$ cat config.mk
export PLATFORM = sky130hd
export DESIGN_NAME = stepper_ramp_to_step_period
export DESIGN_NICKNAME = d
export VERILOG_FILES = /design/src/design/srsp_pkg.sv /design/src/design/stepper_ramp_to_step_period.sv /design/src/design/srsp_ramp.sv /design/src/design/srsp_div.sv
export SDC_FILE = /design/constraint.sdc
export NUM_CORES = 1
export LEC_CHECK = 0
export ABC_AREA = 1
export CELL_PAD_IN_SITES_DETAIL_PLACEMENT = 0
export CELL_PAD_IN_SITES_GLOBAL_PLACEMENT = 1
export CORE_MARGIN = 8
export CORE_UTILIZATION = 48
export DETAILED_ROUTE_END_ITERATION = 8
export DONT_BUFFER_PORTS = 1
export PLACE_DENSITY = 0.88
export SLEW_MARGIN = 20
export SYNTH_ARGS = -nofsm -noshare
export SYNTH_HDL_FRONTEND = slang
export SYNTH_SLANG_ARGS = --single-unit
$ cat constraint.sdc
create_clock -name clk_i -period 3 [get_ports clk_i]
set_input_delay 0.6 -clock clk_i [delete_from_list [all_inputs] [get_ports clk_i]]
set_output_delay 0.6 -clock clk_i [all_outputs]
set_load 0.005 [all_outputs]
$ cat src/design/srsp_pkg.sv
`default_nettype none
// ----------------------------------------------------------------------------
// srsp_pkg
// Shared constants and register map for the stepper ramp to step period block.
// ----------------------------------------------------------------------------
package srsp_pkg;

  localparam int unsigned ACC_BITS      = 17;
  localparam int unsigned SCALE_BITS    = 32;
  localparam int unsigned APB_ADDR_BITS = 4;
  localparam int unsigned APB_DATA_BITS = 32;

  localparam logic [SCALE_BITS-1:0] SCALE_RESET = 32'd188495559;

  typedef enum logic [1:0] {
    REG_ACCEL_LEFT  = 2'd0,
    REG_ACCEL_RIGHT = 2'd1,
    REG_PERIOD_SCALE = 2'd2,
    REG_NONE        = 2'd3
  } reg_idx_e;

endpackage
`default_nettype wire

$ cat src/design/stepper_ramp_to_step_period.sv
`default_nettype none
// ----------------------------------------------------------------------------
// stepper_ramp_to_step_period
// Two-wheel stepper speed ramp with step-timer period output.
//
// Input stream: s_tuser is the request kind (0 tick, 1 load), s_tdata holds
// the two load speeds. A load sets both speeds; a tick adds each wheel's
// acceleration register, clamped to the speed range.
// Output stream: one word per input word with direction, step period
// (scale / max(|speed|,1), saturated) and the updated speed of each wheel.
// Configuration over APB: accel_left at 0x0, accel_right at 0x4,
// period_scale at 0x8. Write only while the block is idle.
// Sequence: an accepted word goes through ST_START and ST_DIV, and through ST_OUT
// when the output register is still full; the next word is taken only once
// the block is back in ST_IDLE. The two bit-serial dividers, one quotient bit
// per cycle over 32 bits, run side by side.
// The result sits in an output register, so a new word is accepted while the
// previous result waits; if the receiver has not taken it when the next result
// is finished, that result is held and s_tready stays low until it drains.
// Reset clears both speeds, the accelerations and restores the default scale.
// ----------------------------------------------------------------------------
module stepper_ramp_to_step_period #(
  parameter int unsigned PERIOD_BITS = 16,
  parameter int unsigned SPEED_BITS  = 25
) (
  input  wire                                        clk_i,
  input  wire                                        rst_ni,
  // apb
  input  wire                                        psel,
  input  wire                                        penable,
  input  wire                                        pwrite,
  input  wire logic [srsp_pkg::APB_ADDR_BITS-1:0]    paddr,
  input  wire logic [srsp_pkg::APB_DATA_BITS-1:0]    pwdata,
  output logic [srsp_pkg::APB_DATA_BITS-1:0]         prdata,
  output logic                                       pready,
  // input stream
  input  wire                                        s_tvalid,
  output logic                                       s_tready,
  // load_speed_left, load_speed_right
  input  wire logic [((2*SPEED_BITS+7)/8)*8-1:0]     s_tdata,
  // req_type
  input  wire logic [0:0]                            s_tuser,
  // output stream
  output logic                                       m_tvalid,
  input  wire                                        m_tready,
  // dir_left, dir_right, period_left, period_right, speed_left_now,
  // speed_right_now
  output logic [((2+2*PERIOD_BITS+2*SPEED_BITS+7)/8)*8-1:0] m_tdata
);
  import srsp_pkg::*;

  localparam int unsigned RW   = 2 + 2*PERIOD_BITS + 2*SPEED_BITS;
  localparam int unsigned M_DW = ((RW + 7) / 8) * 8;

  typedef enum logic [1:0] {ST_IDLE, ST_START, ST_DIV, ST_OUT} state_e;

  state_e state_q;
  logic   m_tvalid_q;
  logic [M_DW-1:0] m_tdata_q;

  logic signed [ACC_BITS-1:0] accel_l_q, accel_r_q;
  logic [SCALE_BITS-1:0]      scale_q;

  logic signed [SPEED_BITS-1:0] speed_l, speed_r;
  logic [PERIOD_BITS-1:0]       per_l, per_r;
  logic                         busy_l, busy_r;
  logic                         in_acc, div_done, out_free, out_load;
  reg_idx_e                     ridx;

  // configuration
  assign ridx   = reg_idx_e'(paddr[3:2]);
  assign pready = 1'b1;

  always_ff @(posedge clk_i or negedge rst_ni) begin
    if (!rst_ni) begin
      accel_l_q <= '0;
      accel_r_q <= '0;
      scale_q   <= SCALE_RESET;
    end else if (psel && penable && pwrite) begin
      unique case (ridx)
        REG_ACCEL_LEFT:   accel_l_q <= pwdata[ACC_BITS-1:0];
        REG_ACCEL_RIGHT:  accel_r_q <= pwdata[ACC_BITS-1:0];
        REG_PERIOD_SCALE: scale_q   <= pwdata[SCALE_BITS-1:0];
        default: ;
      endcase
    end
  end

  always_comb begin
    unique case (ridx)
      REG_ACCEL_LEFT:   prdata = APB_DATA_BITS'(accel_l_q);
      REG_ACCEL_RIGHT:  prdata = APB_DATA_BITS'(accel_r_q);
      REG_PERIOD_SCALE: prdata = APB_DATA_BITS'(scale_q);
      default:          prdata = '0;
    endcase
  end

  // datapath
  assign s_tready = (state_q == ST_IDLE);
  assign in_acc   = s_tvalid && s_tready;

  srsp_ramp #(.SPEED_BITS(SPEED_BITS)) u_ramp_l (
    .clk_i       (clk_i),
    .rst_ni      (rst_ni),
    .upd_i       (in_acc),
    .load_i      (s_tuser[0]),
    .load_speed_i(s_tdata[SPEED_BITS-1:0]),
    .accel_i     (accel_l_q),
    .speed_o     (speed_l)
  );

  srsp_ramp #(.SPEED_BITS(SPEED_BITS)) u_ramp_r (
    .clk_i       (clk_i),
    .rst_ni      (rst_ni),
    .upd_i       (in_acc),
    .load_i      (s_tuser[0]),
    .load_speed_i(s_tdata[2*SPEED_BITS-1:SPEED_BITS]),
    .accel_i     (accel_r_q),
    .speed_o     (speed_r)
  );

  srsp_div #(.PERIOD_BITS(PERIOD_BITS), .SPEED_BITS(SPEED_BITS)) u_div_l (
    .clk_i   (clk_i),
    .rst_ni  (rst_ni),
    .start_i (state_q == ST_START),
    .scale_i (scale_q),
    .speed_i (speed_l),
    .busy_o  (busy_l),
    .period_o(per_l)
  );

  srsp_div #(.PERIOD_BITS(PERIOD_BITS), .SPEED_BITS(SPEED_BITS)) u_div_r (
    .clk_i   (clk_i),
    .rst_ni  (rst_ni),
    .start_i (state_q == ST_START),
    .scale_i (scale_q),
    .speed_i (speed_r),
    .busy_o  (busy_r),
    .period_o(per_r)
  );

  assign div_done = !busy_l && !busy_r;
  assign out_free = !m_tvalid_q || m_tready;
  assign out_load = out_free &&
                    (((state_q == ST_DIV) && div_done) || (state_q == ST_OUT));

  // control
  always_ff @(posedge clk_i or negedge rst_ni) begin
    if (!rst_ni) begin
      state_q    <= ST_IDLE;
      m_tvalid_q <= 1'b0;
      m_tdata_q  <= '0;
    end else begin
      if (out_load) begin
        m_tvalid_q <= 1'b1;
        m_tdata_q  <= M_DW'({speed_r, speed_l, per_r, per_l, !speed_r[SPEED_BITS-1],
                             !speed_l[SPEED_BITS-1]});
      end else if (m_tready) begin
        m_tvalid_q <= 1'b0;
      end
      unique case (state_q)
        ST_IDLE:  if (s_tvalid) state_q <= ST_START;
        ST_START: state_q <= ST_DIV;
        ST_DIV: begin
          if (div_done) begin
            state_q <= out_free ? ST_IDLE : ST_OUT;
          end
        end
        ST_OUT:   if (out_free) state_q <= ST_IDLE;
        default:  state_q <= ST_IDLE;
      endcase
    end
  end

  assign m_tvalid = m_tvalid_q;
  assign m_tdata  = m_tdata_q;

`ifndef SYNTHESIS
  a_lockstep: assert property (@(posedge clk_i) disable iff (!rst_ni)
    busy_l == busy_r)
    else $error("dividers out of step");

  a_ready_idle: assert property (@(posedge clk_i) disable iff (!rst_ni)
    s_tready |-> !busy_l)
    else $error("input taken while divider busy");

  a_start_busy: assert property (@(posedge clk_i) disable iff (!rst_ni)
    (state_q == ST_START) |=> busy_l && (state_q == ST_DIV))
    else $error("divider did not start");

  a_acc_start: assert property (@(posedge clk_i) disable iff (!rst_ni)
    in_acc |=> (state_q == ST_START))
    else $error("accepted word not started");
`endif

endmodule
`default_nettype wire

$ cat src/design/srsp_ramp.sv
`default_nettype none
// ----------------------------------------------------------------------------
// srsp_ramp
// Per-wheel speed register: load or add acceleration, clamped to the range.
// ----------------------------------------------------------------------------
module srsp_ramp #(
  parameter int unsigned SPEED_BITS = 25
) (
  input  wire                                       clk_i,
  input  wire                                       rst_ni,
  input  wire                                       upd_i,
  input  wire                                       load_i,
  input  wire logic signed [SPEED_BITS-1:0]         load_speed_i,
  input  wire logic signed [srsp_pkg::ACC_BITS-1:0] accel_i,
  output logic signed [SPEED_BITS-1:0]              speed_o
);
  import srsp_pkg::*;

  localparam int unsigned SW = ((SPEED_BITS > ACC_BITS) ? SPEED_BITS : ACC_BITS) + 1;
  localparam logic signed [SW-1:0] SMAX = SW'((64'd1 << (SPEED_BITS - 1)) - 64'd1);
  localparam logic signed [SW-1:0] SMIN = -SMAX;

  logic signed [SPEED_BITS-1:0] speed_q, speed_d;
  logic signed [SW-1:0]         sum, ld_x, sel;

  always_comb begin
    sum  = SW'(speed_q) + SW'(accel_i);
    ld_x = SW'(load_speed_i);
    sel  = load_i ? ld_x : sum;
    priority if (sel > SMAX) begin
      speed_d = SMAX[SPEED_BITS-1:0];
    end else if (sel < SMIN) begin
      speed_d = SMIN[SPEED_BITS-1:0];
    end else begin
      speed_d = sel[SPEED_BITS-1:0];
    end
  end

  always_ff @(posedge clk_i or negedge rst_ni) begin
    if (!rst_ni) begin
      speed_q <= '0;
    end else if (upd_i) begin
      speed_q <= speed_d;
    end
  end

  assign speed_o = speed_q;

endmodule
`default_nettype wire

$ cat src/design/srsp_div.sv
`default_nettype none
// ----------------------------------------------------------------------------
// srsp_div
// Bit-serial restoring divider: scale / max(|speed|,1), one quotient bit per
// cycle, result saturated to the period width.
// ----------------------------------------------------------------------------
module srsp_div #(
  parameter int unsigned PERIOD_BITS = 16,
  parameter int unsigned SPEED_BITS  = 25
) (
  input  wire                                         clk_i,
  input  wire                                         rst_ni,
  input  wire                                         start_i,
  input  wire logic [srsp_pkg::SCALE_BITS-1:0]        scale_i,
  input  wire logic signed [SPEED_BITS-1:0]           speed_i,
  output logic                                        busy_o,
  output logic [PERIOD_BITS-1:0]                      period_o
);
  import srsp_pkg::*;

  localparam int unsigned DW = SPEED_BITS - 1;
  localparam int unsigned CW = $clog2(SCALE_BITS + 1);
  localparam logic [SCALE_BITS:0] PMAX = (33'd1 << PERIOD_BITS) - 33'd1;

  logic                  busy_q;
  logic [CW-1:0]         cnt_q;
  logic [SCALE_BITS-1:0] acc_q;
  logic [DW-1:0]         rem_q, dvs_q;

  logic [SPEED_BITS-1:0] neg;
  logic [DW-1:0]         mag;
  logic [DW:0]           shifted;
  logic [DW+1:0]         trial;
  logic                  ge;

  always_comb begin
    neg     = -speed_i;
    mag     = speed_i[SPEED_BITS-1] ? neg[DW-1:0] : speed_i[DW-1:0];
    shifted = {rem_q, acc_q[SCALE_BITS-1]};
    trial   = {1'b0, shifted} - {2'b00, dvs_q};
    ge      = !trial[DW+1];
  end

  always_ff @(posedge clk_i or negedge rst_ni) begin
    if (!rst_ni) begin
      busy_q <= 1'b0;
      cnt_q  <= '0;
    end else if (start_i) begin
      busy_q <= 1'b1;
      cnt_q  <= CW'(SCALE_BITS);
    end else if (busy_q) begin
      cnt_q <= cnt_q - CW'(1);
      if (cnt_q == CW'(1)) begin
        busy_q <= 1'b0;
      end
    end
  end

  always_ff @(posedge clk_i) begin
    if (start_i) begin
      acc_q <= scale_i;
      rem_q <= '0;
      dvs_q <= (mag == '0) ? DW'(1) : mag;
    end else if (busy_q) begin
      acc_q <= {acc_q[SCALE_BITS-2:0], ge};
      rem_q <= ge ? trial[DW-1:0] : shifted[DW-1:0];
    end
  end

  assign busy_o   = busy_q;
  assign period_o = ({1'b0, acc_q} > PMAX) ? '1 : acc_q[PERIOD_BITS-1:0];

endmodule
`default_nettype wire
# Word level (Yosys, flattened, before mapping)
# Cells that the tools add are included.
# totals
register_bits	377
latch_bits	0
mem_bits_rw	0
romBits	0
inputBits	100
out_inout_bits	123
n_memories	0
# classes
add_sub_neg	8
mul	0
n_div	0
order_cmp	6
eq_ne	10
shift	0
mux	34
bitwise	0
reduce_logical	26
# op_table
cell	count
$mux 32	4
$mux 25	4
$mux 24	4
$pmux 32 s3	1
$gt 32x16->1 const B	2
$add 25x17->26	2
$gt 26x25->1 const B	2
$lt 26x25->1 const B	2
$mux 26	2
$sub 25x24->26	2
$logic_not 24->1	2
$neg 24->24	2
$mux 16	2
$mux 6	4
$eq 6x1->1 const B	2
$sub 6x1->6 const B	2
$mux 1	8
$mux 2	4
$pmux 2 s4	1
$logic_not 1->1	7
$eq 2x2->1 const B	3
$logic_and 1x1->1	6
$ne 2x2->1 const B	3
$reduce_and 2->1	3
other kinds (5)	10

# Depth between registers and ports, before layout
# Gate-level depths: netlist (run 1).
# depth
word_depth	6
mapped_depth	22

# Hierarchy
# A second synthesis (run 1) with hierarchy kept.
# hier_totals
cells_unflattened	3517
area_unflattened_um2	25171.6
# by_module_without_submodules
module	n_inst	cells_each	area_each_um2	seq_area_each_um2
srsp_div	2	823	5895.7	2337.2
stepper_ramp_to_step_period	1	759	6801.5	3848.7
srsp_ramp	2	556	3289.4	625.6

# Least setup slack after synthesis (run 1)
# No wires, ideal clock.
# synth_timing
path_type	register to register
startpoint	register state_q[1]
endpoint	register u_div_l.acc_q[24], data pin
setup_ps	144
t_arrival_ps	2624
t_required_ps	2856
setup_slack_ps	233
stages_incl_launch_ff	5
period_less_slack_ps	2767
cell_sequence	dfrtp_1 > nor2_1 > clkbuf_1 > nand2_1 > nand2_1
# synth_between
elab_chain_cells	2
# synth_lines
item	line_no	text
from (decl)	stepper_ramp_to_step_period.sv:57	state_e state_q;
from (signal assigned)	stepper_ramp_to_step_period.sv:166	state_q <= out_free ? ST_IDLE : ST_OUT;
$eq 2x1->1	stepper_ramp_to_step_period.sv:125	.start_i (state_q == ST_START),
$mux 32	srsp_div.sv:60	if (start_i) begin
to (signal assigned)	srsp_div.sv:61	acc_q <= scale_i;
to (signal assigned)	srsp_div.sv:65	acc_q <= {acc_q[SCALE_BITS-2:0], ge};
to (decl)	srsp_div.sv:27	logic [SCALE_BITS-1:0] acc_q;
# Every way passes these cells.
# A chain may end at the register's enable or synchronous reset.

# Worst setup path after layout (run 1)
# layout_timing
startpoint	register u_ramp_r.speed_q[14] (netlist: u_ramp_r.speed_o[14])
endpoint	register u_ramp_r.speed_q[21] (netlist: u_ramp_r.speed_o[21])
# layout_between
elab_chain_cells	5
# layout_lines
item	line_no	text
from (decl)	srsp_ramp.sv:23	logic signed [SPEED_BITS-1:0] speed_q, speed_d;
from (signal assigned)	srsp_ramp.sv:43	speed_q <= speed_d;
$add 25x17->26 (*)	srsp_ramp.sv:27	sum = SW'(speed_q) + SW'(accel_i);
$mux 26 (*)	srsp_ramp.sv:29	sel = load_i ? ld_x : sum;
$lt 26x25->1	srsp_ramp.sv:32	end else if (sel < SMIN) begin
$mux 25	srsp_ramp.sv:32	
$mux 25 (*)	srsp_ramp.sv:30	priority if (sel > SMAX) begin
# Every way passes the cells marked *; elsewhere a longest branch is shown, timed or not.

==> results of run 1 <==
sequential cells by signal (all words and copies together), names as in the netlist, 6 cells and up:
name / count
accel_l_q: 17
accel_r_q: 17
m_tdata: 84
scale_q: 32
u_div_l.acc_q: 32
u_div_l.cnt_q: 6
u_div_l.dvs_q: 24
u_div_l.rem_q: 24
u_div_r.acc_q: 32
u_div_r.cnt_q: 6
u_div_r.dvs_q: 24
u_div_r.rem_q: 24
u_ramp_l.speed_o: 25
u_ramp_r.speed_o: 25
repair_timing:
item,4_1_cts,5_1_grt
setup endpoints to repair,26,51
endpoints found under the hold margin,217,217
resized for setup,4,137
buffers inserted,0,6
pin swaps,0,13
cloned,0,3
layout make-up:
type | instances | share of cell area, %
diodes | 2 | 0.0191
multi-input cells | 2274 | 46.6
well taps | 615 | 2.94
inverters | 381 | 5.46
repair buffers | 86 | 2.63
flip-flops and latches | 377 | 37.3
clock inverters | 23 | 0.873
clock buffers | 53 | 4.16
layout by cell type, fill, tap and decap left out, types with 8 or more instances in the layout:
master,instances
nor3_1,22
xnor2_1,18
clkinv_2,8
o211ai_1,15
nand2_2,19
dfxtp_1,48
nand4_1,27
ha_4,29
nand3_1,211
a21oi_2,12
nand2_1,1020
dfrtp_1,188
nor4_1,18
ha_1,70
o21bai_1,8
xor2_1,57
mux2_2,14
nor2_1,165
nand2_4,8
edfxtp_1,112
o21ai_2,13
a21o_1,12
inv_2,9
buf_4,82
dfrtp_2,13
or2_2,17
nand3_2,13
clkbuf_16,41
a21oi_1,112
dfstp_2,16
o21ai_0,273
inv_1,370
clkbuf_1,10
o21ai_1,22
nor2_2,17
cell families after synthesis:
group                      after synthesis  synth area share [%]
muxes                                   14                 0.680
other                                    2                0.0324
AOI/OAI and AO/OA                      503                  11.9
xor gates and xnor gates                77                  2.94
DFF                                    377                  42.2
buffers and inverters                  485                  8.21
and+or+nand+nor                       1562                  28.0
adders and majority gates              110                  6.07
layer usage:
metal | vias to the layer above | part of all wire (%) | GRT usage, %
li1 | 10200 | - | -
met1 | 9788 | 46 | 35.0
met2 | 600 | 44 | 38.0
met3 | 92 | 6.4 | 3.46
met4 | 4 | 3.0 | 7.52
met5 | - | 0.030 | 0
path summary, 6_finish.rpt:
kind,end,slack (ns),cells after the start
worst max register to register,u_ramp_r.speed_o[21]$_DFFE_PN0P_,0.13,17
max in group asynchronous,u_ramp_l.speed_o[8]$_DFFE_PN0P_,2.83,0
worst min-delay path,scale_q[11]$_DFFE_PN0P_,-0.28,0
min in group clk_i,m_tvalid$_DFFE_PN0P_,0.12,1
worst min register to register,u_div_l.rem_q[20]$_SDFFE_PP0P_,0.47,2
worst max-delay path,u_ramp_r.speed_o[21]$_DFFE_PN0P_,0.13,17
through the flow:
step | power [µW] | hold WS [ns] | utilization, % | setup TNS, ns
final | 30900 | -0.276 | 54.9 | 0
after floorplan | 20400 | 0.304 | - | 0
after global routing | 33500 | -0.309 | 54.9 | -0.552
after CTS | 30100 | -0.307 | 53.4 | 0
after detailed placement | 25000 | 0.313 | 50.6 | -0.308
after global placement | 24600 | 0.311 | 50.6 | -0.0932
power by group through the flow:
stage / logic (µW) / clock network, µW / registers (µW)
finish: 15800 / 4950 / 10200
global route: 17900 / 5210 / 10400
CTS: 14900 / 5050 / 10100
detailed placement: 14800 / 0 / 10200
global placement: 14500 / 0 / 10100
floorplan: 11100 / 0 / 9320
==> qor.txt, run 1 <==
Multi-input gate area -> 12200 µm²
Place WS -> -0.0355 ns
Sequential-to-total area share from yosys stat -> 42.2%
IO Count -> 223
Min-Delay Path Class -> in -> async
Final Hold Vio Count -> 207
CP dominant cell by count -> nand2_1
Mapped Area -> 23200 µm²
Leakage -> 0.0129 µW
Cell Pwr Density -> 1180 nW/µm²
Top cells by area, synth -> dfrtp_1, nand2_1, edfxtp_1
CTS tree -> built
Top_reg_cell synth -> dfrtp_1
DP Area -> 24200 µm²
Failing checks -> hold timing
Flop pwr share -> 33.0%
Total GRT Usage -> 24.4%
Combinational share of power -> 51.0%
Die Wd -> 236 µm
Yosys cell types -> 59
CP arrival -> 3.30 ns
Crit share post-route -> 95.7%
Synth Area per Inst -> 7.40 µm²
CP max FO -> 10
Rel. slew slack -> 32.0%
Max Clk Rate -> 348 MHz
Drt drc -> 0
GRT overflow -> 0
Final setup skew -> 0.0310 ns
CP Capture Type -> flip-flop
Share of the synthesized area in the top cell type -> 21.7%
GP Congestion -> 0.949
Storage cell area -> 9790 µm²
Clock power frac -> 16.0%
Post-layout instance count excluding filler cells -> 3811
CP top delay family -> simple AND/OR/NAND/NOR gates
P_sw -> 14200 µW
Core footprint -> 47700 µm²
CP bufs+invs -> 2
Synth warn -> 0
Total iterations of the first detailed-routing run -> 6
Post-synth top cells -> nand2_1, inv_1, o21ai_0, nand3_1, dfrtp_1
First-pass GRT wire length -> 109000 µm
Final setup vio count -> 0
Final Max Tran Viols -> 0
Die Y -> 236 µm
DP Wirelength -> 54500 µm
Design Area, Final -> 26200 µm²
Status -> complete, but fails checks
Fillers -> 4515
EDFF count, synth -> 112
Fin worst setup slack -> 0.130 ns
Slew @ Worst Pin -> 1.02 ns
Initial Util -> 48.5%
Clock sinks -> 377
Clock Root Buffer -> clkbuf_16
Fin Hold WS -> -0.276 ns
# port buffers -> 0
H-tree levels -> 2
Largest net degree at the start of global routing -> 218
Number of DRC violations after detailed-routing iteration 0 -> 2062
CP peak stage delay -> 0.47 ns
RSZ-0062 raised after global routing -> yes
Period minus WS final -> 2.87 ns
Longest Clk Path Bufs -> 3
Die footprint -> 55600 µm²
Layout cells sized above 1 -> 11.3%
Most common cell in the netlist -> nand2_1
Total number of vias -> 20.7k
Crit-path cells -> ha_1 -> buf_4 -> nand2_1 -> inv_1 -> nand2_1 -> nor3_2 -> nand3_1 -> nand3_1 -> nand2_1 -> nand3_1 -> nand2_1 -> nor3_2 -> nand2_1 -> nand2_4 -> nand2_8 -> nand3_1 -> o21ai_0
Worst-skew pair later-pin latency -> 0.58 ns
WL final -> 70300 µm
Rows -> 80
Num CTS Buffers -> 41
Placed cells -> 3724
ANT nets after route -> 0
Worst EP required -> 3.43 ns
Critical setup path kind -> reg -> reg
Max Cap Violations -> 0
Area leader, netlist -> dfrtp_1
FF+latch count, synth -> 377
Peak VDD IR -> 0.534 mV
Sw Share -> 45.9%
Initial antenna violation count -> 4
Crit path from -> u_ramp_r.speed_o[14]$_DFFE_PN0P_
Reg2reg start -> u_ramp_r.speed_o[14]$_DFFE_PN0P_
Drt via density -> 5.44
Synth Instances -> 3130
Clock transition at path regs -> 0.07 ns
Vias in the first global route -> 19.5k
NumNets Final -> 3371
Asr flop ratio synth -> 57.6%
Internal power -> 16700 µW
CP startpoint kind -> flip-flop
Synth-to-Final Area Change -> 13.1%
Wire length per cell -> 18.4 µm
Slowest-stage cell, CP -> dfrtp_2
Power figures use the tool's default switching activity.
==> run 2: changes to the inputs <==
--- a/config.mk
+++ b/config.mk
@@ -9,10 +9,10 @@
 export CELL_PAD_IN_SITES_DETAIL_PLACEMENT = 0
 export CELL_PAD_IN_SITES_GLOBAL_PLACEMENT = 1
 export CORE_MARGIN = 8
-export CORE_UTILIZATION = 48
+export CORE_UTILIZATION = 43
 export DETAILED_ROUTE_END_ITERATION = 8
 export DONT_BUFFER_PORTS = 1
-export PLACE_DENSITY = 0.88
+export PLACE_DENSITY = 0.84
 export SLEW_MARGIN = 20
 export SYNTH_ARGS = -nofsm -noshare
 export SYNTH_HDL_FRONTEND = slang
==> constraint.sdc (replaced) <==
create_clock -name clk_i -period 2.4 [get_ports clk_i]
set_input_delay 0.48 -clock clk_i [delete_from_list [all_inputs] [get_ports clk_i]]
set_output_delay 0.48 -clock clk_i [all_outputs]
set_load 0.005 [all_outputs]
==> run 2 against run 1 <==
- the run ends with hold timing, setup timing left
- via count up 7.7%
- hold slack worse by 0.12 ns
- critical path type unchanged
- combinational power up 72%
- utilization up 2.6 points
- register-to-register slack worse by 0.56 ns
- cell count up 12%
==> qor.txt, run 2 (synthesis results as in run 1) <==
CTS tree -> built
RSZ-0062 raised after global routing -> yes
Final setup vio count -> 57 (+57)
H-tree levels -> 2 (unchanged)
Final Hold Vio Count -> 217 (+4.8%)
Design Area, Final -> 30800 µm² (+18%)
Leakage -> 0.0150 µW (+17%)
Drt via density -> 5.22 (-3.9%)
Total iterations of the first detailed-routing run -> 5 (-1)
Worst-skew pair later-pin latency -> 0.57 ns (about the same)
Peak VDD IR -> 0.620 mV (+16%)
CP peak stage delay -> 0.38 ns (-0.09 ns)
Core footprint -> 53600 µm² (+12%)
Number of DRC violations after detailed-routing iteration 0 -> 1927 (-6.5%)
Cell Pwr Density -> 1510 nW/µm² (+28%)
First-pass GRT wire length -> 118000 µm (+7.7%)
Layout cells sized above 1 -> 28.0% (+17 points)
Slew @ Worst Pin -> 0.690 ns (-0.327 ns)
GP Congestion -> 0.977 (+2.9%)
Fillers -> 4887 (+8.2%)
Critical setup path kind -> reg -> reg
Die Y -> 248 µm (+5.3%)
# port buffers -> 0 (unchanged)
Worst EP required -> 2.84 ns (-0.59 ns)
DP Area -> 26800 µm² (+11%)
Max Cap Violations -> 0 (unchanged)
Status -> complete, but fails checks
Synth-to-Final Area Change -> 32.9%
Fin worst setup slack -> -0.433 ns (-0.563 ns)
Fin Hold WS -> -0.393 ns (-0.117 ns)
Die Wd -> 248 µm (+5.3%)
Wire length per cell -> 18.2 µm (-1.3%)
CP Capture Type -> flip-flop
Most frequent cells in the layout -> nand2_1, buf_4, inv_1
Total number of vias -> 22.3k (+7.7%)
CP startpoint kind -> flip-flop
DP Wirelength -> 58900 µm (+8.0%)
Final setup skew -> 0.0238 ns (-0.00723 ns)
Final Max Tran Viols -> 0 (unchanged)
GRT overflow -> 0 (unchanged)
Max reg flops -> 84 (unchanged)
Placed cells -> 4116 (+11%)
WL final -> 77800 µm (+11%)
Die footprint -> 61600 µm² (+11%)
Clock transition at path regs -> 0.06 ns (about the same)
CP arrival -> 3.27 ns (-0.03 ns)
NumNets Final -> 3747 (+11%)
Crit share post-route -> 118% (+22 points)
Slowest-stage cell, CP -> dfrtp_1
Initial antenna violation count -> 5 (+1)
Max Clk Rate -> 353 MHz (+1.3%)
Setup TNS -> -19.15 ns (-19.15 ns)
ANT nets after route -> 0 (unchanged)
Crit-path cells -> ha_2 -> inv_2 -> fa_2 -> inv_2 -> buf_4 -> nand3_4 -> nand2_4 -> nand2_2 -> nand3_2 -> nand3_1 -> nor2_1 -> nand3_1 -> nor2_1 -> nand3_1 -> nor3_1 -> nand2_1 -> nand2_2 -> nand2_4 -> clkbuf_16 -> nand3_2 -> o21ai_1
Clock Root Buffer -> clkbuf_16
Final Core Density -> 57.5% (+2.6 points)
Rows -> 85 (+6.3%)
Period minus WS final -> 2.83 ns (-0.0372 ns)
IO Count -> 223 (unchanged)
Min-Delay Path Class -> in -> async
Drt drc -> 0 (unchanged)
Largest net degree at the start of global routing -> 218 (unchanged)
Num CTS Buffers -> 43 (+4.9%)
Clock sinks -> 377 (unchanged)
Rel. slew slack -> 54.0% (+22 points)
Total GRT Usage -> 24.3% (-0.12 points)
Post-layout instance count excluding filler cells -> 4272 (+12%)
Vias in the first global route -> 21.4k (+9.4%)
Commonest non-fill, non-tap cell in the layout -> nand2_1
CP max FO -> 6 (-4)
Failing checks -> hold timing, setup timing
Longest Clk Path Bufs -> 3 (unchanged)
Initial Util -> 43.2% (-5.3 points)
CP dominant cell by count -> nand3_1
[run 2: worst max-delay path, delay by kind of cell, from the launching register on]
family	cells	cell delay, ns
AND/OR/NAND/NOR	14	1.24
adder cells (fa/ha/maj)	2	0.55
buffers and inverters	4	0.47
flip-flops	1	0.38
AO/OA/AOI/OAI	1	0.07
[run 2: power by group]
group / internal, µW / switching (µW) / leakage (µW)
Clock: 3930 / 2730 / 0.000685
Combinational: 12100 / 15000 / 0.0102
Sequential: 10100 / 2640 / 0.00412
[run 2: layout make-up]
type                       count  area [µm²]  share of cell area [%]
multi-input combinational   2274       13500                    43.7
sequential                   377        9800                    31.8
timing repair buffer         460        3790                    12.3
inverter                     381        1440                    4.68
clock buffer                  60        1190                    3.87
tap                          696         871                    2.83
clock inverter                20         233                   0.755
antenna                        4        10.0                  0.0325
[run 2: routing by layer]
metal	up-vias	GRT usage [%]	wire length (µm)
li1	11000	-	-
met1	10600	33.5	35100
met2	593	37.9	34900
met3	146	4.08	4510
met4	2	9.73	3300
met5	-	0	13
[run 2: per-stage QoR]
stage | total power [µW] | setup slack (ns) | hold slack, ns
finish | 46500 | -0.433 | -0.393
global route | 50000 | -0.590 | -0.413
CTS | 43500 | -0.355 | -0.429
detailed placement | 34900 | -0.612 | 0.190
global placement | 34400 | -0.620 | 0.192
floorplan | 25700 | -0.0663 | 0.184
[run 2: final timing paths]
| kind | from | endpoint | slack [ns] | cells after the start |
|---|---|---|---|---|
| min reg2reg | u_div_r.rem_q[11]$_SDFFE_PP0P_ | u_div_r.rem_q[11]$_SDFFE_PP0P_ | 0.47 | 2 |
| max in group asynchronous | rst_ni | u_ramp_l.speed_o[14]$_DFFE_PN0P_ | 2.42 | 0 |
| min in group clk_i | m_tready | m_tvalid$_DFFE_PN0P_ | 0.04 | 1 |
| max | accel_r_q[0]$_DFFE_PN0P_ | u_ramp_r.speed_o[4]$_DFFE_PN0P_ | -0.43 | 21 |
| max reg2reg | accel_r_q[0]$_DFFE_PN0P_ | u_ramp_r.speed_o[4]$_DFFE_PN0P_ | -0.43 | 21 |
| min | rst_ni | accel_r_q[11]$_DFFE_PN0P_ | -0.39 | 0 |
[run 2: timing repair]
action	in CTS	in global routing
cloned	3	6
buffers inserted	40	33
endpoints found under the setup margin	87	117
pin swaps	54	103
hold endpoints to repair	217	217
resized for setup	197	270
==> run 3: changes to the inputs <==
--- a/config.mk
+++ b/config.mk
@@ -9,10 +9,10 @@
 export CELL_PAD_IN_SITES_DETAIL_PLACEMENT = 0
 export CELL_PAD_IN_SITES_GLOBAL_PLACEMENT = 1
 export CORE_MARGIN = 8
-export CORE_UTILIZATION = 43
+export CORE_UTILIZATION = 25
 export DETAILED_ROUTE_END_ITERATION = 8
 export DONT_BUFFER_PORTS = 1
-export PLACE_DENSITY = 0.84
+export PLACE_DENSITY = 0.57
 export SLEW_MARGIN = 20
 export SYNTH_ARGS = -nofsm -noshare
 export SYNTH_HDL_FRONTEND = slang
==> constraint.sdc (replaced) <==
create_clock -name clk_i -period 2.6 [get_ports clk_i]
set_input_delay 0.52 -clock clk_i [delete_from_list [all_inputs] [get_ports clk_i]]
set_output_delay 0.52 -clock clk_i [all_outputs]
set_load 0.005 [all_outputs]
==> run 3 against run 2 <==
- the run still ends with hold timing, setup timing left
- non-clock buffer count down 40
- combinational power down 16%
- first-iteration DRC count down 36%
- routed wire length grew 6.9%
- largest power group unchanged
- critical path type unchanged
- sequential share of layout area rose by 0.59 points
- clock-buffer cell count shrank 1
- register-to-register slack better by 0.18 ns
- setup slack gained 0.18 ns
- sequential power is 8% lower
- die area increased by 67%
- utilization is 25 points lower
- power is 13% lower
==> qor.txt, run 3 (synthesis results as in run 1) <==
Clock transition at path regs -> 0.06 ns (about the same)
Critical setup path kind -> reg -> reg
Cells on worst reg2reg path -> 19 (-9.5%)
Cell Pwr Density -> 1340 nW/µm² (-11%)
Min-Delay Path Class -> in -> async
Rows -> 111 (+31%)
Clock sinks -> 377 (unchanged)
Crit-path cells -> ha_2 -> inv_2 -> fa_2 -> nand2_2 -> o21ai_2 -> nand2_1 -> nor2_1 -> nand3_1 -> nor2_1 -> nand3_1 -> nor2_2 -> nand3_2 -> nor3_2 -> nand2_1 -> nand2_2 -> nand2_4 -> clkbuf_16 -> nand3_1 -> o21ai_1
Clock Root Buffer -> clkbuf_16
ANT nets after route -> 0 (unchanged)
Total number of vias -> 21.1k (-5.4%)
RSZ-0062 raised after global routing -> yes
CP dominant cell by count -> nand3_1
Period minus WS final -> 2.85 ns (+0.0175 ns)
Die Y -> 320 µm (+29%)
Max Cap Violations -> 0 (unchanged)
Place WS -> -0.444 ns (+0.169 ns)
CP top delay family -> simple AND/OR/NAND/NOR gates
Leakage -> 0.0147 µW (-2.4%)
Commonest non-fill, non-tap cell in the layout -> nand2_1
Final Hold Vio Count -> 211 (-2.8%)
Number of DRC violations after detailed-routing iteration 0 -> 1239 (-36%)
Num CTS Buffers -> 43 (unchanged)
H-tree levels -> 2 (unchanged)
Final setup skew -> 0.0290 ns (+0.00522 ns)
CP Capture Type -> flip-flop
GRT overflow -> 0 (unchanged)
Peak VDD IR -> 0.432 mV (-30%)
Drt drc -> 0 (unchanged)
CP peak stage delay -> 0.52 ns (+0.14 ns)
CTS tree -> built
Max reg flops -> 84 (unchanged)
Rel. slew slack -> 52.5% (-1.5 points)
Placed cells -> 4658 (+13%)
Crit share post-route -> 110% (-8.4 points)
Vias in the first global route -> 20.7k (-2.9%)
CP startpoint kind -> flip-flop
Die footprint -> 103000 µm² (+67%)
Reg2reg start -> accel_r_q[0]$_DFFE_PN0P_
NumNets Final -> 3705 (-1.1%)
Failing checks -> hold timing, setup timing
Status -> complete, but fails checks
Layout cells sized above 1 -> 23.0% (-5.0 points)
CP bufs+invs -> 2 (-2)
R2r endpoint -> u_ramp_r.speed_o[9]$_DFFE_PN0P_
Total GRT Usage -> 15.6% (-8.7 points)
Slew @ Worst Pin -> 0.711 ns (+0.0213 ns)
WL final -> 83200 µm (+6.9%)
GP Congestion -> 0.843 (-14%)
Core footprint -> 91800 µm² (+71%)
Slowest-stage cell, CP -> fa_2
Final Max Tran Viols -> 0 (unchanged)
Synth-to-Final Area Change -> 30.4%
Fin worst setup slack -> -0.250 ns (+0.183 ns)
Drt via density -> 4.42 (-15%)
Initial Util -> 25.2% (-18 points)
Most frequent cells in the layout -> nand2_1, buf_4, inv_1
Worst R2R Setup Slack -> -0.25 ns (+0.18 ns)
Largest net degree at the start of global routing -> 218 (unchanged)
Worst-skew pair later-pin latency -> 0.60 ns (+0.03 ns)
First-pass GRT wire length -> 126000 µm (+7.0%)
Final setup vio count -> 49 (-14%)
Fillers -> 9901 (+100%)
CP max FO -> 6 (unchanged)
Final Core Density -> 32.9% (-25 points)
Total iterations of the first detailed-routing run -> 5 (unchanged)
Die Wd -> 320 µm (+29%)
# port buffers -> 0 (unchanged)
Post-layout instance count excluding filler cells -> 4778 (+12%)
Wire length per cell -> 17.4 µm (-4.4%)
CP arrival -> 3.33 ns (+0.06 ns)
Longest Clk Path Bufs -> 3 (unchanged)
Worst EP required -> 3.08 ns (+0.24 ns)
DP Wirelength -> 65300 µm (+11%)
Initial antenna violation count -> 15 (+10)
IO Count -> 223 (unchanged)
Max Clk Rate -> 351 MHz (-0.61%)
Fin Hold WS -> -0.367 ns (+0.0258 ns)
run 3: cell count changes in the layout (fill, tap and decap cells not counted), moves of 16 or more:
cell,delta
nand3_2,-26
o21ai_1,-26
ha_4,-23
o21ai_0,+28
a21oi_1,+16
nand3_1,+30
nand2_1,+36
ha_1,+21
nand2_2,-31
buf_4,-24
run 3: metrics by stage:
| stage | area (µm²) | power (µW) | setup TNS [ns] | hold slack (ns) |
|---|---|---|---|---|
| floorplan | 23200 | 23600 | 0 | 0.224 |
| global placement | 27300 | 32500 | -18.49 | 0.237 |
| detailed placement | 27300 | 32500 | -19.28 | 0.233 |
| CTS | 29000 | 39200 | -12.73 | -0.422 |
| global route | 30200 | 44300 | -19.41 | -0.403 |
| finish | 30200 | 40600 | -9.90 | -0.367 |
run 3: worst reg2reg max path, stage by stage, from the launching register on:
cell and delay (ns):
dfrtp_1 0.42, ha_2 0.22, inv_2 0.04, fa_2 0.52
nand2_2 0.06, o21ai_2 0.07, nand2_1 0.08, nor2_1 0.10
nand3_1 0.08, nor2_1 0.09, nand3_1 0.09, nor2_2 0.17
nand3_2 0.09, nor3_2 0.12, nand2_1 0.09, nand2_2 0.09
nand2_4 0.10, clkbuf_16 0.19, nand3_1 0.07, o21ai_1 0.07
run 3: what timing repair did:
| item | 4_1_cts | 5_1_grt |
|---|---|---|
| endpoints found under the setup margin | 61 | 92 |
| buffers inserted | 6 | 25 |
| pin swaps | 10 | 52 |
| endpoints found under the hold margin | 217 | 217 |
| gates cloned | 1 | 5 |
| gates resized for setup | 62 | 234 |
run 3: cell type report:
cell class                      count  area, µm²  area share (%)
Clock inverter                     21        208           0.687
Sequential cell                   377       9790            32.4
Antenna cell                        5       12.5          0.0414
Tap cell                         1243       1560            5.14
Clock buffer                       59       1200            3.96
Multi-Input combinational cell   2272      12600            41.8
Timing Repair Buffer              420       3400            11.3
Inverter                          381       1430            4.74
run 3: how the worst max path moves through the flow:
stage | start | endpoint | slack, ns | cells after the start
after floorplan | accel_l_q[0]$_DFFE_PN0P_ | u_ramp_l.speed_o[18]$_DFFE_PN0P_ | 0.07 | 20
after global placement | accel_r_q[0]$_DFFE_PN0P_ | u_ramp_r.speed_o[4]$_DFFE_PN0P_ | -0.41 | 20
after detailed placement | accel_r_q[0]$_DFFE_PN0P_ | u_ramp_r.speed_o[10]$_DFFE_PN0P_ | -0.44 | 20
after CTS | accel_r_q[0]$_DFFE_PN0P_ | u_ramp_r.speed_o[4]$_DFFE_PN0P_ | -0.31 | 19
after global routing | accel_l_q[9]$_DFFE_PN0P_ | u_ramp_l.speed_o[10]$_DFFE_PN0P_ | -0.46 | 18
final | accel_r_q[0]$_DFFE_PN0P_ | u_ramp_r.speed_o[9]$_DFFE_PN0P_ | -0.25 | 19
run 3: power breakdown:
group	switching (µW)	leakage, µW	internal (µW)	total, µW
Combinational	12900	0.00986	9950	22800
Sequential	2370	0.00412	9310	11700
Clock	2640	0.000679	3460	6100
Total	17900	0.0147	22700	40600
run 3: routing by layer:
layer,track usage (%),up-vias,wire length (µm)
li1,-,10900,-
met1,20.9,9806,38700
met2,26.4,284,38800
met3,2.55,103,3390
met4,3.64,4,2240
met5,0,-,30
